==> src/sv/bitlv_pkg.sv <==
// Shared types and constants for the BER integer TLV encoder.
package bitlv_pkg;

    // Request kinds
    typedef enum logic [1:0] {
        OP_UNSIGNED = 2'd0,
        OP_SIGNED   = 2'd1,
        OP_BOOLEAN  = 2'd2,
        OP_HEADER   = 2'd3
    } t_op;

    typedef logic [7:0] t_byte;

    localparam int unsigned MAX_BYTES = 11;          // tag + length + 9 content bytes
    localparam int unsigned CNT_W     = $clog2(MAX_BYTES + 1);

    localparam t_byte LEN_LONG_FORM = 8'h80;         // long-form length marker
    localparam t_byte BOOL_TRUE     = 8'hFF;
    localparam t_byte BOOL_FALSE    = 8'h00;
    localparam t_byte ERR_BYTE      = 8'h00;

    // Result status codes
    localparam logic ST_OK      = 1'b0;
    localparam logic ST_NO_ROOM = 1'b1;

endpackage

==> src/sv/bitlv_if.sv <==
// Request and result channel interfaces for the BER integer TLV encoder.
interface bitlv_req_if;
    logic                 valid;
    logic                 ready;
    bitlv_pkg::t_op       operation;
    logic [7:0]           tag;
    logic signed [63:0]   value;
    logic [31:0]          content_length;
    logic [15:0]          space_left;

    modport source (output valid, operation, tag, value, content_length, space_left,
                    input ready);
    modport sink   (input valid, operation, tag, value, content_length, space_left,
                    output ready);
endinterface

interface bitlv_res_if;
    logic       valid;
    logic       ready;
    logic [7:0] out_byte;
    logic       last;
    logic       status;

    modport source (output valid, out_byte, last, status, input ready);
    modport sink   (input valid, out_byte, last, status, output ready);
endinterface

==> src/sv/ber_integer_tlv_encoder.sv <==
// Top level of the BER integer TLV encoder: request register, encoder, byte frame.
//
// Each request is held in an input register, encoded in one pass into a frame
// register of up to eleven bytes (tag, length, content) and shifted out one byte
// per cycle while the result channel is ready, the final byte flagged by last. A
// request that does not fit space_left gives a single result with status set and
// byte 0. A request yields 1 to 11 results at the frame shifter; the next request
// is encoded while the current frame drains and its first byte follows the
// previous last byte with no gap. The input register keeps taking a new request
// whenever it is free or moving into the frame.
module ber_integer_tlv_encoder (
    input  logic               i_clk,
    input  logic               i_rst_n,
    bitlv_req_if.sink          i_req,
    bitlv_res_if.source        o_res
);

    localparam int unsigned NB = bitlv_pkg::MAX_BYTES;
    localparam int unsigned CW = bitlv_pkg::CNT_W;

    // Request register
    logic               r_in_valid;
    bitlv_pkg::t_op     r_op;
    logic [7:0]         r_tag;
    logic [63:0]        r_value;
    logic [31:0]        r_clen;
    logic [15:0]        r_space;

    // Frame register
    bitlv_pkg::t_byte   r_bytes [NB];
    logic [CW-1:0]      r_cnt;
    logic               r_err;

    bitlv_pkg::t_byte   n_bytes [NB];
    logic [CW-1:0]      n_cnt;
    logic               n_err;

    logic               frame_load;
    logic               res_take;

    // Encoder intermediates
    logic               sign;
    logic [71:0]        ext;
    logic [3:0]         ncont;
    logic [71:0]        cont_sh;
    logic [2:0]         clen_nb;
    logic [31:0]        clen_sh;
    logic               clen_long;
    logic [3:0]         hdr_cnt;
    logic [32:0]        total;
    logic               fits;

    // Handshakes
    assign res_take   = o_res.valid && o_res.ready;
    assign frame_load = r_in_valid && ((r_cnt == '0) || ((r_cnt == CW'(1)) && res_take));
    assign i_req.ready = !r_in_valid || frame_load;

    always_ff @(posedge i_clk) begin
        if (!i_rst_n) begin
            r_in_valid <= 1'b0;
        end else if (i_req.ready) begin
            r_in_valid <= i_req.valid;
        end
    end

    always_ff @(posedge i_clk) begin
        if (i_req.valid && i_req.ready) begin
            r_op    <= i_req.operation;
            r_tag   <= i_req.tag;
            r_value <= i_req.value;
            r_clen  <= i_req.content_length;
            r_space <= i_req.space_left;
        end
    end

    // Integer content: minimal byte count of the value extended to 72 bits
    always_comb begin
        sign  = (r_op == bitlv_pkg::OP_SIGNED) && r_value[63];
        ext   = {{8{sign}}, r_value};
        ncont = 4'd9;
        for (int k = 9; k >= 1; k--) begin
            if ((ext >> (8*k - 1)) == (sign ? ({72{1'b1}} >> (8*k - 1)) : 72'd0)) begin
                ncont = 4'(k);
            end
        end
        if (r_op == bitlv_pkg::OP_BOOLEAN) begin
            ncont = 4'd1;
        end
        // top-justify the content bytes
        cont_sh = ext << {(4'd9 - ncont), 3'b000};
        if (r_op == bitlv_pkg::OP_BOOLEAN) begin
            cont_sh = {((r_value != 64'd0) ? bitlv_pkg::BOOL_TRUE : bitlv_pkg::BOOL_FALSE),
                       64'd0};
        end
    end

    // Header-only length: short or long form
    always_comb begin
        clen_long = (r_clen[31:7] != 25'd0);
        if (r_clen[31:24] != 8'd0) begin
            clen_nb = 3'd4;
        end else if (r_clen[23:16] != 8'd0) begin
            clen_nb = 3'd3;
        end else if (r_clen[15:8] != 8'd0) begin
            clen_nb = 3'd2;
        end else begin
            clen_nb = 3'd1;
        end
        clen_sh = r_clen << {(3'd4 - clen_nb), 3'b000};
        hdr_cnt = clen_long ? (4'd2 + {1'b0, clen_nb}) : 4'd2;
    end

    // Space check: tag, length bytes and the content
    always_comb begin
        if (r_op == bitlv_pkg::OP_HEADER) begin
            total = 33'(hdr_cnt) + {1'b0, r_clen};
        end else begin
            total = 33'(4'd2 + ncont);
        end
        fits = ({17'd0, r_space} >= total);
    end

    // Build the next frame
    always_comb begin
        for (int i = 0; i < NB; i++) begin
            n_bytes[i] = 8'h00;
        end
        n_err = bitlv_pkg::ST_OK;
        if (!fits) begin
            n_bytes[0] = bitlv_pkg::ERR_BYTE;
            n_cnt      = CW'(1);
            n_err      = bitlv_pkg::ST_NO_ROOM;
        end else if (r_op == bitlv_pkg::OP_HEADER) begin
            n_bytes[0] = r_tag;
            if (clen_long) begin
                n_bytes[1] = bitlv_pkg::LEN_LONG_FORM | {5'd0, clen_nb};
                for (int i = 0; i < 4; i++) begin
                    n_bytes[2 + i] = clen_sh[31 - 8*i -: 8];
                end
            end else begin
                n_bytes[1] = r_clen[7:0];
            end
            n_cnt = CW'(hdr_cnt);
        end else begin
            n_bytes[0] = r_tag;
            n_bytes[1] = {4'd0, ncont};
            for (int i = 0; i < 9; i++) begin
                n_bytes[2 + i] = cont_sh[71 - 8*i -: 8];
            end
            n_cnt = CW'(4'd2 + ncont);
        end
    end

    // Frame register: load a new frame or shift out one byte
    always_ff @(posedge i_clk) begin
        if (!i_rst_n) begin
            r_cnt <= '0;
        end else if (frame_load) begin
            r_cnt <= n_cnt;
        end else if (res_take) begin
            r_cnt <= r_cnt - CW'(1);
        end
    end

    always_ff @(posedge i_clk) begin
        if (frame_load) begin
            r_bytes <= n_bytes;
            r_err   <= n_err;
        end else if (res_take) begin
            for (int i = 0; i < NB - 1; i++) begin
                r_bytes[i] <= r_bytes[i + 1];
            end
            r_bytes[NB - 1] <= 8'h00;
        end
    end

    assign o_res.valid    = (r_cnt != '0);
    assign o_res.out_byte = r_bytes[0];
    assign o_res.last     = (r_cnt == CW'(1));
    assign o_res.status   = r_err;

    // Checks
    a_cnt_range: assert property (@(posedge i_clk) disable iff (!i_rst_n)
        r_cnt <= CW'(NB))
        else $error("frame count out of range");

    a_err_single: assert property (@(posedge i_clk) disable iff (!i_rst_n)
        (r_cnt != '0) && r_err |-> (r_cnt == CW'(1)) && (r_bytes[0] == bitlv_pkg::ERR_BYTE))
        else $error("error frame is not a single zero byte");

    a_ok_min_len: assert property (@(posedge i_clk) disable iff (!i_rst_n)
        frame_load && (n_err == bitlv_pkg::ST_OK) |=> (r_cnt >= CW'(2)))
        else $error("encoded frame shorter than tag and length");

    a_req_held: assert property (@(posedge i_clk) disable iff (!i_rst_n)
        r_in_valid && !frame_load |=> r_in_valid && $stable(r_value) && $stable(r_op))
        else $error("pending request lost before entering the frame");

    a_load_only_at_end: assert property (@(posedge i_clk) disable iff (!i_rst_n)
        frame_load |-> (r_cnt == '0) || (o_res.last && res_take))
        else $error("frame overwritten before its last byte left");

endmodule

==> src/flat_wrapper.sv <==
// flat-port wrapper written by rule: the top's interface ports become plain ports
module ber_integer_tlv_encoder_flat 
  (i_clk, i_rst_n, i_req_valid, i_req_operation, i_req_tag, i_req_value, i_req_content_length, i_req_space_left, i_req_ready, o_res_valid, o_res_out_byte, o_res_last, o_res_status, o_res_ready);
  bitlv_req_if i_req_i ();
  bitlv_res_if o_res_i ();
  input  logic i_clk;
  input  logic i_rst_n;
  input wire logic [$bits(i_req_i.valid)-1:0] i_req_valid;
  input wire logic [$bits(i_req_i.operation)-1:0] i_req_operation;
  input wire logic [$bits(i_req_i.tag)-1:0] i_req_tag;
  input wire logic [$bits(i_req_i.value)-1:0] i_req_value;
  input wire logic [$bits(i_req_i.content_length)-1:0] i_req_content_length;
  input wire logic [$bits(i_req_i.space_left)-1:0] i_req_space_left;
  output wire logic [$bits(i_req_i.ready)-1:0] i_req_ready;
  output wire logic [$bits(o_res_i.valid)-1:0] o_res_valid;
  output wire logic [$bits(o_res_i.out_byte)-1:0] o_res_out_byte;
  output wire logic [$bits(o_res_i.last)-1:0] o_res_last;
  output wire logic [$bits(o_res_i.status)-1:0] o_res_status;
  input wire logic [$bits(o_res_i.ready)-1:0] o_res_ready;
  assign i_req_i.valid = i_req_valid;
  assign i_req_i.operation = i_req_operation;
  assign i_req_i.tag = i_req_tag;
  assign i_req_i.value = i_req_value;
  assign i_req_i.content_length = i_req_content_length;
  assign i_req_i.space_left = i_req_space_left;
  assign i_req_ready = i_req_i.ready;
  assign o_res_valid = o_res_i.valid;
  assign o_res_out_byte = o_res_i.out_byte;
  assign o_res_last = o_res_i.last;
  assign o_res_status = o_res_i.status;
  assign o_res_i.ready = o_res_ready;
  ber_integer_tlv_encoder u_core (.i_clk(i_clk), .i_rst_n(i_rst_n), .i_req(i_req_i), .o_res(o_res_i));
endmodule
==> config.mk <==
export PLATFORM = sky130hd
export DESIGN_NAME = ber_integer_tlv_encoder_flat
export DESIGN_NICKNAME = d
export VERILOG_FILES = /design/src/sv/bitlv_pkg.sv /design/src/sv/bitlv_if.sv /design/src/sv/ber_integer_tlv_encoder.sv /design/src/flat_wrapper.sv
export SDC_FILE = /design/constraint.sdc
export NUM_CORES = 1
export LEC_CHECK = 0
export ABC_AREA = 1
export BUFFER_PORTS_ARGS = -buffer_cell sky130_fd_sc_hd__buf_4
export CORE_AREA = 3 3 252 130
export DETAILED_ROUTE_END_ITERATION = 8
export DIE_AREA = 0 0 255 133
export SLEW_MARGIN = 20
export SYNTH_ARGS = -nofsm -noshare
export SYNTH_HDL_FRONTEND = slang
export SYNTH_SLANG_ARGS = --single-unit
==> constraint.sdc <==
create_clock -name i_clk -period 6.4 [get_ports i_clk]
set_clock_uncertainty 0.2 [all_clocks]
set_input_delay 1.28 -clock i_clk [delete_from_list [all_inputs] [get_ports i_clk]]
set_output_delay 1.28 -clock i_clk [all_outputs]
set_load 0.01 [all_outputs]
==> results of run 1 <==
-- per-stage QoR --
step / cell area [um^2] / hold slack, ns / power, mW / worst slack (ns)
floorplan: 13760 / 0.2874 / 3.649 / 0.4542
global placement: 15010 / 0.2975 / 4.282 / 0.2917
detailed placement: 15020 / 0.2980 / 4.308 / 0.2681
CTS: 15660 / 0.3171 / 5.502 / 0.1919
global route: 15680 / 0.3395 / 5.850 / 0.003392
finish: 15680 / 0.3178 / 5.560 / 0.2499
-- path summary, 6_finish.rpt --
| path | depth (start not counted) | end |
|---|---|---|
| worst min register to register | 2 | u_core.o_res.out_byte[0] |
| worst max register to register | 29 | u_core.r_bytes[19] |
| worst min-delay path | 2 | u_core.o_res.out_byte[0] |
| worst max-delay path | 29 | u_core.r_bytes[19] |
-- registers in the layout, indices dropped and copies added (netlist names) --
register and cells:
u_core.r_cnt 4, u_core.r_bytes 80, u_core.r_clen 32, u_core.o_res.out_byte 8, u_core.r_space 16, u_core.o_res.status 1
u_core.r_value 64, u_core.r_tag 8, u_core.r_op 2, u_core.r_in_valid 1
-- metal layers --
layer  track usage, %  share of wire, %
met5            1.857              0.15
met4            3.698               1.0
met3            14.30                17
met2            35.55                34
met1            52.61                48
-- cells in the mapped netlist (all sizes together) --
master	n
a21boi	6
a21oi	43
a22o	8
a31oi	13
a41oi	1
and2	1
and3	1
buf	47
clkbuf	34
clkinv	3
conb	1
dfxtp	5
edfxtp	211
fa	1
ha	24
inv	158
nand2	506
nand3	320
nand3b	2
nand4	24
nor2	135
nor3	25
nor3b	1
nor4	10
o211ai	21
o21a	9
o21ai	60
o21ba	1
o21bai	1
o221ai	2
o22ai	5
o31ai	21
o32ai	1
or2	2
xnor2	2
xor2	1
-- kinds of logic after synthesis --
family / count (synthesis) / synth area share [%]
and+or+nand+nor: 1027 / 33.50
other: 1 / 0.02726
AOI/OAI and AO/OA: 192 / 9.295
buffers and inverters: 242 / 7.740
xor gates and xnor gates: 3 / 0.3275
DFF: 216 / 46.78
adders and majority gates: 25 / 2.328
-- what timing repair did --
item	4_1_cts	5_1_grt
buffers inserted	0	0
gates resized for setup	0	9
setup endpoints to repair	0	91
-- final cells by class --
type / count / area (um^2)
fillers: 2951 / 14720
well taps: 399 / 499.2
multi-input cells: 1248 / 6295
clock inverters: 13 / 101.3
repair buffers: 160 / 1201
inverters: 161 / 614.3
flip-flops and latches: 216 / 6436
clock buffers: 24 / 536.8
-- worst register-to-register path: cells and delay by family (launching register included) --
family | cells | cell delay (ns)
AOI/OAI and AO/OA | 5 | 1.00
adders and majority gates | 2 | 0.53
buffers and inverters | 6 | 0.93
DFF | 1 | 0.53
and+or+nand+nor | 16 | 2.79
-- power by group through the flow --
stage / Clock (mW) / Combinational (mW) / Sequential, mW
CTS: 1.21 / 1.90 / 2.39
global placement: 0 / 1.88 / 2.40
floorplan: 0 / 1.25 / 2.40
detailed placement: 0 / 1.90 / 2.41
global route: 1.28 / 2.14 / 2.43
finish: 1.19 / 1.98 / 2.39
==> impl_metrics.ini, run 1 <==
[global_routing]
grt_usage_pct = 31.50
grt_overflow_total = 0
grt_max_degree = 86
grt_pass1_vias = 12000
grt_first_pass_wirelength_um = 78250
antenna_found_initial = 0

[floorplan]
die_x_um = 255
die-area_um2 = 33920
io_pins = 138
initial_utilization_pct = 45.25
rows = 45
die_y_um = 133
core_um2 = 30400

[clock_network]
root_buffer = clkbuf_16
cts_tree = built
cts_hold_buffers = 0
numCtsBuffers = 21
clock-sinks = 216
clock_latency_ns = 0.51
htreeDepth = 1
clk_pin_slew_worst_paths_ns = 0.07
cts.path.max_buffers = 3

[worst_setup_path]
critPathLaunchType = register
r2r_slack_ns = 0.25
cp_slowest_cell = nor4_2
crit_buf_inv = 6
cp_top_family = simple AND/OR/NAND/NOR gates
worstPathMaxFanout = 16
crit_path_start = u_core.r_clen[18]
arrival_ns = 6.28
cp.required_ns = 6.53
worst_path_most_repeated_cell = nand2_1
r2r_start = u_core.r_clen[18]
end_kind = register
max_stage_delay_ns = 0.54
criticalPathCategory = reg2reg

[power_and_ir_drop]
p_comb_share_pct = 35.5
p_leak_nw = 6.744
power.switching_mw = 2.151
p_per_area_nw_per_um2 = 354.5
p_int_mw = 3.409
irDropWorstVdd_mv = 0.2618
clockPowerShare_pct = 21.5
power.share.sequential_pct = 43.0
sw_frac_of_total_pct = 38.69

[sta]
period_needed_ns = 6.150
timing.final.crit_share_pct = 96.10
setup_viol = 0
max_freq_ghz = 0.1626
hold_violations = 0
max_slew_margin_pct = 38.42
finalMaxSlewViolations = 0
rsz0062_at_grt = false
tns_ns = 0
worst_pin_slew_ns = 0.9224

[placed_design]
io_buffers = 137
dp.cells = 2184
dpl.hpwl_um = 42980
place_congestion = 1.043

[finish]
area_growth_pct = 14.01
final_nets = 1959
final_common_cell = nand2_1
drive_above_1_share_pct = 14.93
fin_util_pct = 51.58
fin_cells = 2221
antenna_cells = 0
layout_common_cells = 496 x nand2_1, 315 x nand3_1, 211 x edfxtp_1

[routing]
num_vias = 13400
drc_errors = 0
via_per_inst = 6.032
routed_wl_um = 54100
drtIter0Drc = 2055
antenna_left = 0
drtPass1Iterations = 7
wl_per_cell_um = 24.36

[synth]
syn_area_um2 = 13760
yosysTopAreaCellShare_pct = 46.06
avgSynthCellArea_um2 = 8.064
synth_cells = 1706
synth_nets = 1857
yosys.area.top_type = edfxtp_1
ys_seq_area_share_pct = 46.78
ys_warn_count = 0
synth.distinct_cells = 58
synth_area_leaders = edfxtp_1 46%, nand2_1 14%, nand3_1 11%
ys_ff_latch = 216

[status]
status = finished, final reports clean

[run]
cap_violations = 0

[worst_hold_path]
min-delay-start = u_core.r_bytes[72]
min-delay-path-class = reg2reg
Power figures use the tool's default switching activity.
==> run 2: changes to the inputs <==
Settings changed: CORE_AREA 3 3 252 130 to 3 3 164 198, DIE_AREA 0 0 255 133 to 0 0 167 201, PLACE_DENSITY_LB_ADDON from default to 0.25.
==> run 2 against run 1 <==
Utilization fell by 0.14 points. Non-clock buffer count fell by 8. Worst hold slack worse by 0.0031 ns. Combinational power fell by 9.6%. Critical path depth is 2 higher. Global-route usage decreased by 4.4 points.
==> impl_metrics.ini, run 2 (synthesis gave the netlist of run 1 again) <==
[placed_design]
dpl.hpwl_um = 35250
pre_cts_slack_ns = 0.8406
place_congestion = 1.012
io_buffers = 137

[power_and_ir_drop]
power.total_mw = 5.557
p_per_area_nw_per_um2 = 353.4
irDropWorstVdd_mv = 0.3993
p_leak_nw = 6.773

[worst_setup_path]
critPathLaunchType = register
cp.required_ns = 6.47
worst_path_most_repeated_cell = nand2_1
criticalPathCategory = reg2reg
max_stage_delay_ns = 0.45
end_kind = register
arrival_ns = 5.73
cp_slowest_cell = edfxtp_1
worstPathMaxFanout = 26

[routing]
num_vias = 12760
drtIter0Drc = 1572
drc_errors = 0
routed_wl_um = 46480
wl_per_cell_um = 20.99
via_per_inst = 5.763
drtPass1Iterations = 6
antenna_left = 0

[clock_network]
cts_setup_buffers = 0
clk_pin_slew_worst_paths_ns = 0.06
clock-sinks = 216
root_buffer = clkbuf_16
cts_hold_buffers = 0
clock_latency_ns = 0.52
cts_resized = 0
numCtsBuffers = 23
htreeDepth = 1
cts.path.max_buffers = 3
cts_tree = built

[global_routing]
antenna_found_initial = 1
grt_usage_pct = 27.13
grt_use_met2_pct = 41.54
met3_usage_pct = 3.191
grt_overflow_total = 0
grt_pass1_vias = 12210
busiest_layer = met2
grt_max_degree = 123
grt_first_pass_wirelength_um = 71260
gr-usage-met1_pct = 39.80

[floorplan]
die-area_um2 = 33570
die_y_um = 201
initial_utilization_pct = 45.01
core_um2 = 30570
rows = 70
io_pins = 138
die_x_um = 167

[sta]
period_needed_ns = 5.666
finalMaxSlewViolations = 0
hold_violations = 0
rsz0062_at_grt = false
max_freq_ghz = 0.1765
max_slew_margin_pct = 38.95
worst_pin_slew_ns = 0.9144
timing.final.crit_share_pct = 88.54
tns_ns = 0
setup_viol = 0
setup_ws_ns = 0.7336

[finish]
registers.top_by_ff_count = u_core.r_bytes
area_growth_pct = 14.32
fill_cells = 2925
antenna_cells = 0
reg_top3 = u_core.r_bytes (80), u_core.r_value (64), u_core.r_clen (32)
drive_above_1_share_pct = 14.47
largest_reg_flops = 80
final_nets = 1953
final_common_cell = nand2_1
layout_common_cells = 496 x nand2_1, 315 x nand3_1, 211 x edfxtp_1

[run]
cap_violations = 0

[worst_hold_path]
min-delay-path-class = reg2reg

[status]
status = finished, final reports clean
## run 2: per-stage QoR
step                instance area, um^2  hold WS [ns]  util, %  cells
finish                            15730        0.3146    51.45   2214
global route                      15730        0.3451    51.45   2214
CTS                               15730        0.3146    51.45   2214
detailed placement                14960        0.2978    48.95   2173
global placement                  14960        0.2974    48.95   2173
floorplan                         13760        0.2874        -   1706
## run 2: final timing paths
kind / start / to / slack (ns) / cells after the start
min reg2reg: u_core.r_bytes[74] / u_core.o_res.out_byte[2] / 0.31 / 2
max reg2reg: u_core.r_clen[30] / u_core.r_bytes[27] / 0.73 / 31
min: u_core.r_bytes[74] / u_core.o_res.out_byte[2] / 0.31 / 2
max: u_core.r_clen[30] / u_core.r_bytes[27] / 0.73 / 31
## run 2: cell type report
| class | count | area, um^2 | area share, % |
|---|---|---|---|
| inverters | 161 | 610.6 | 3.883 |
| well taps | 396 | 495.5 | 3.151 |
| flip-flops and latches | 216 | 6436 | 40.93 |
| clock inverters | 15 | 176.4 | 1.122 |
| repair buffers | 152 | 1154 | 7.336 |
| multi-input cells | 1248 | 6267 | 39.85 |
| clock buffers | 26 | 586.8 | 3.731 |
## run 2: metal layers
layer / vias up / share of wire (%)
met3: 103 / 8.0
met2: 609 / 44
met5: - / 0.028
met4: 2 / 3.6
met1: 5996 / 44
li1: 6050 / -
## run 2: report_power, final
group / internal (mW) / leakage, nW / switching [mW]
logic: 0.562 / 4.31 / 1.23
clock network: 0.819 / 0.376 / 0.544
registers: 2.19 / 2.09 / 0.211
## run 2: critical path, delay by kind of cell, from the launching register on
family | cells | cell delay [ns]
buffers and inverters | 5 | 0.75
flip-flops | 1 | 0.45
AND/OR/NAND/NOR | 17 | 1.97
AO/OA/AOI/OAI | 6 | 1.04
adder cells (fa/ha/maj) | 3 | 0.96
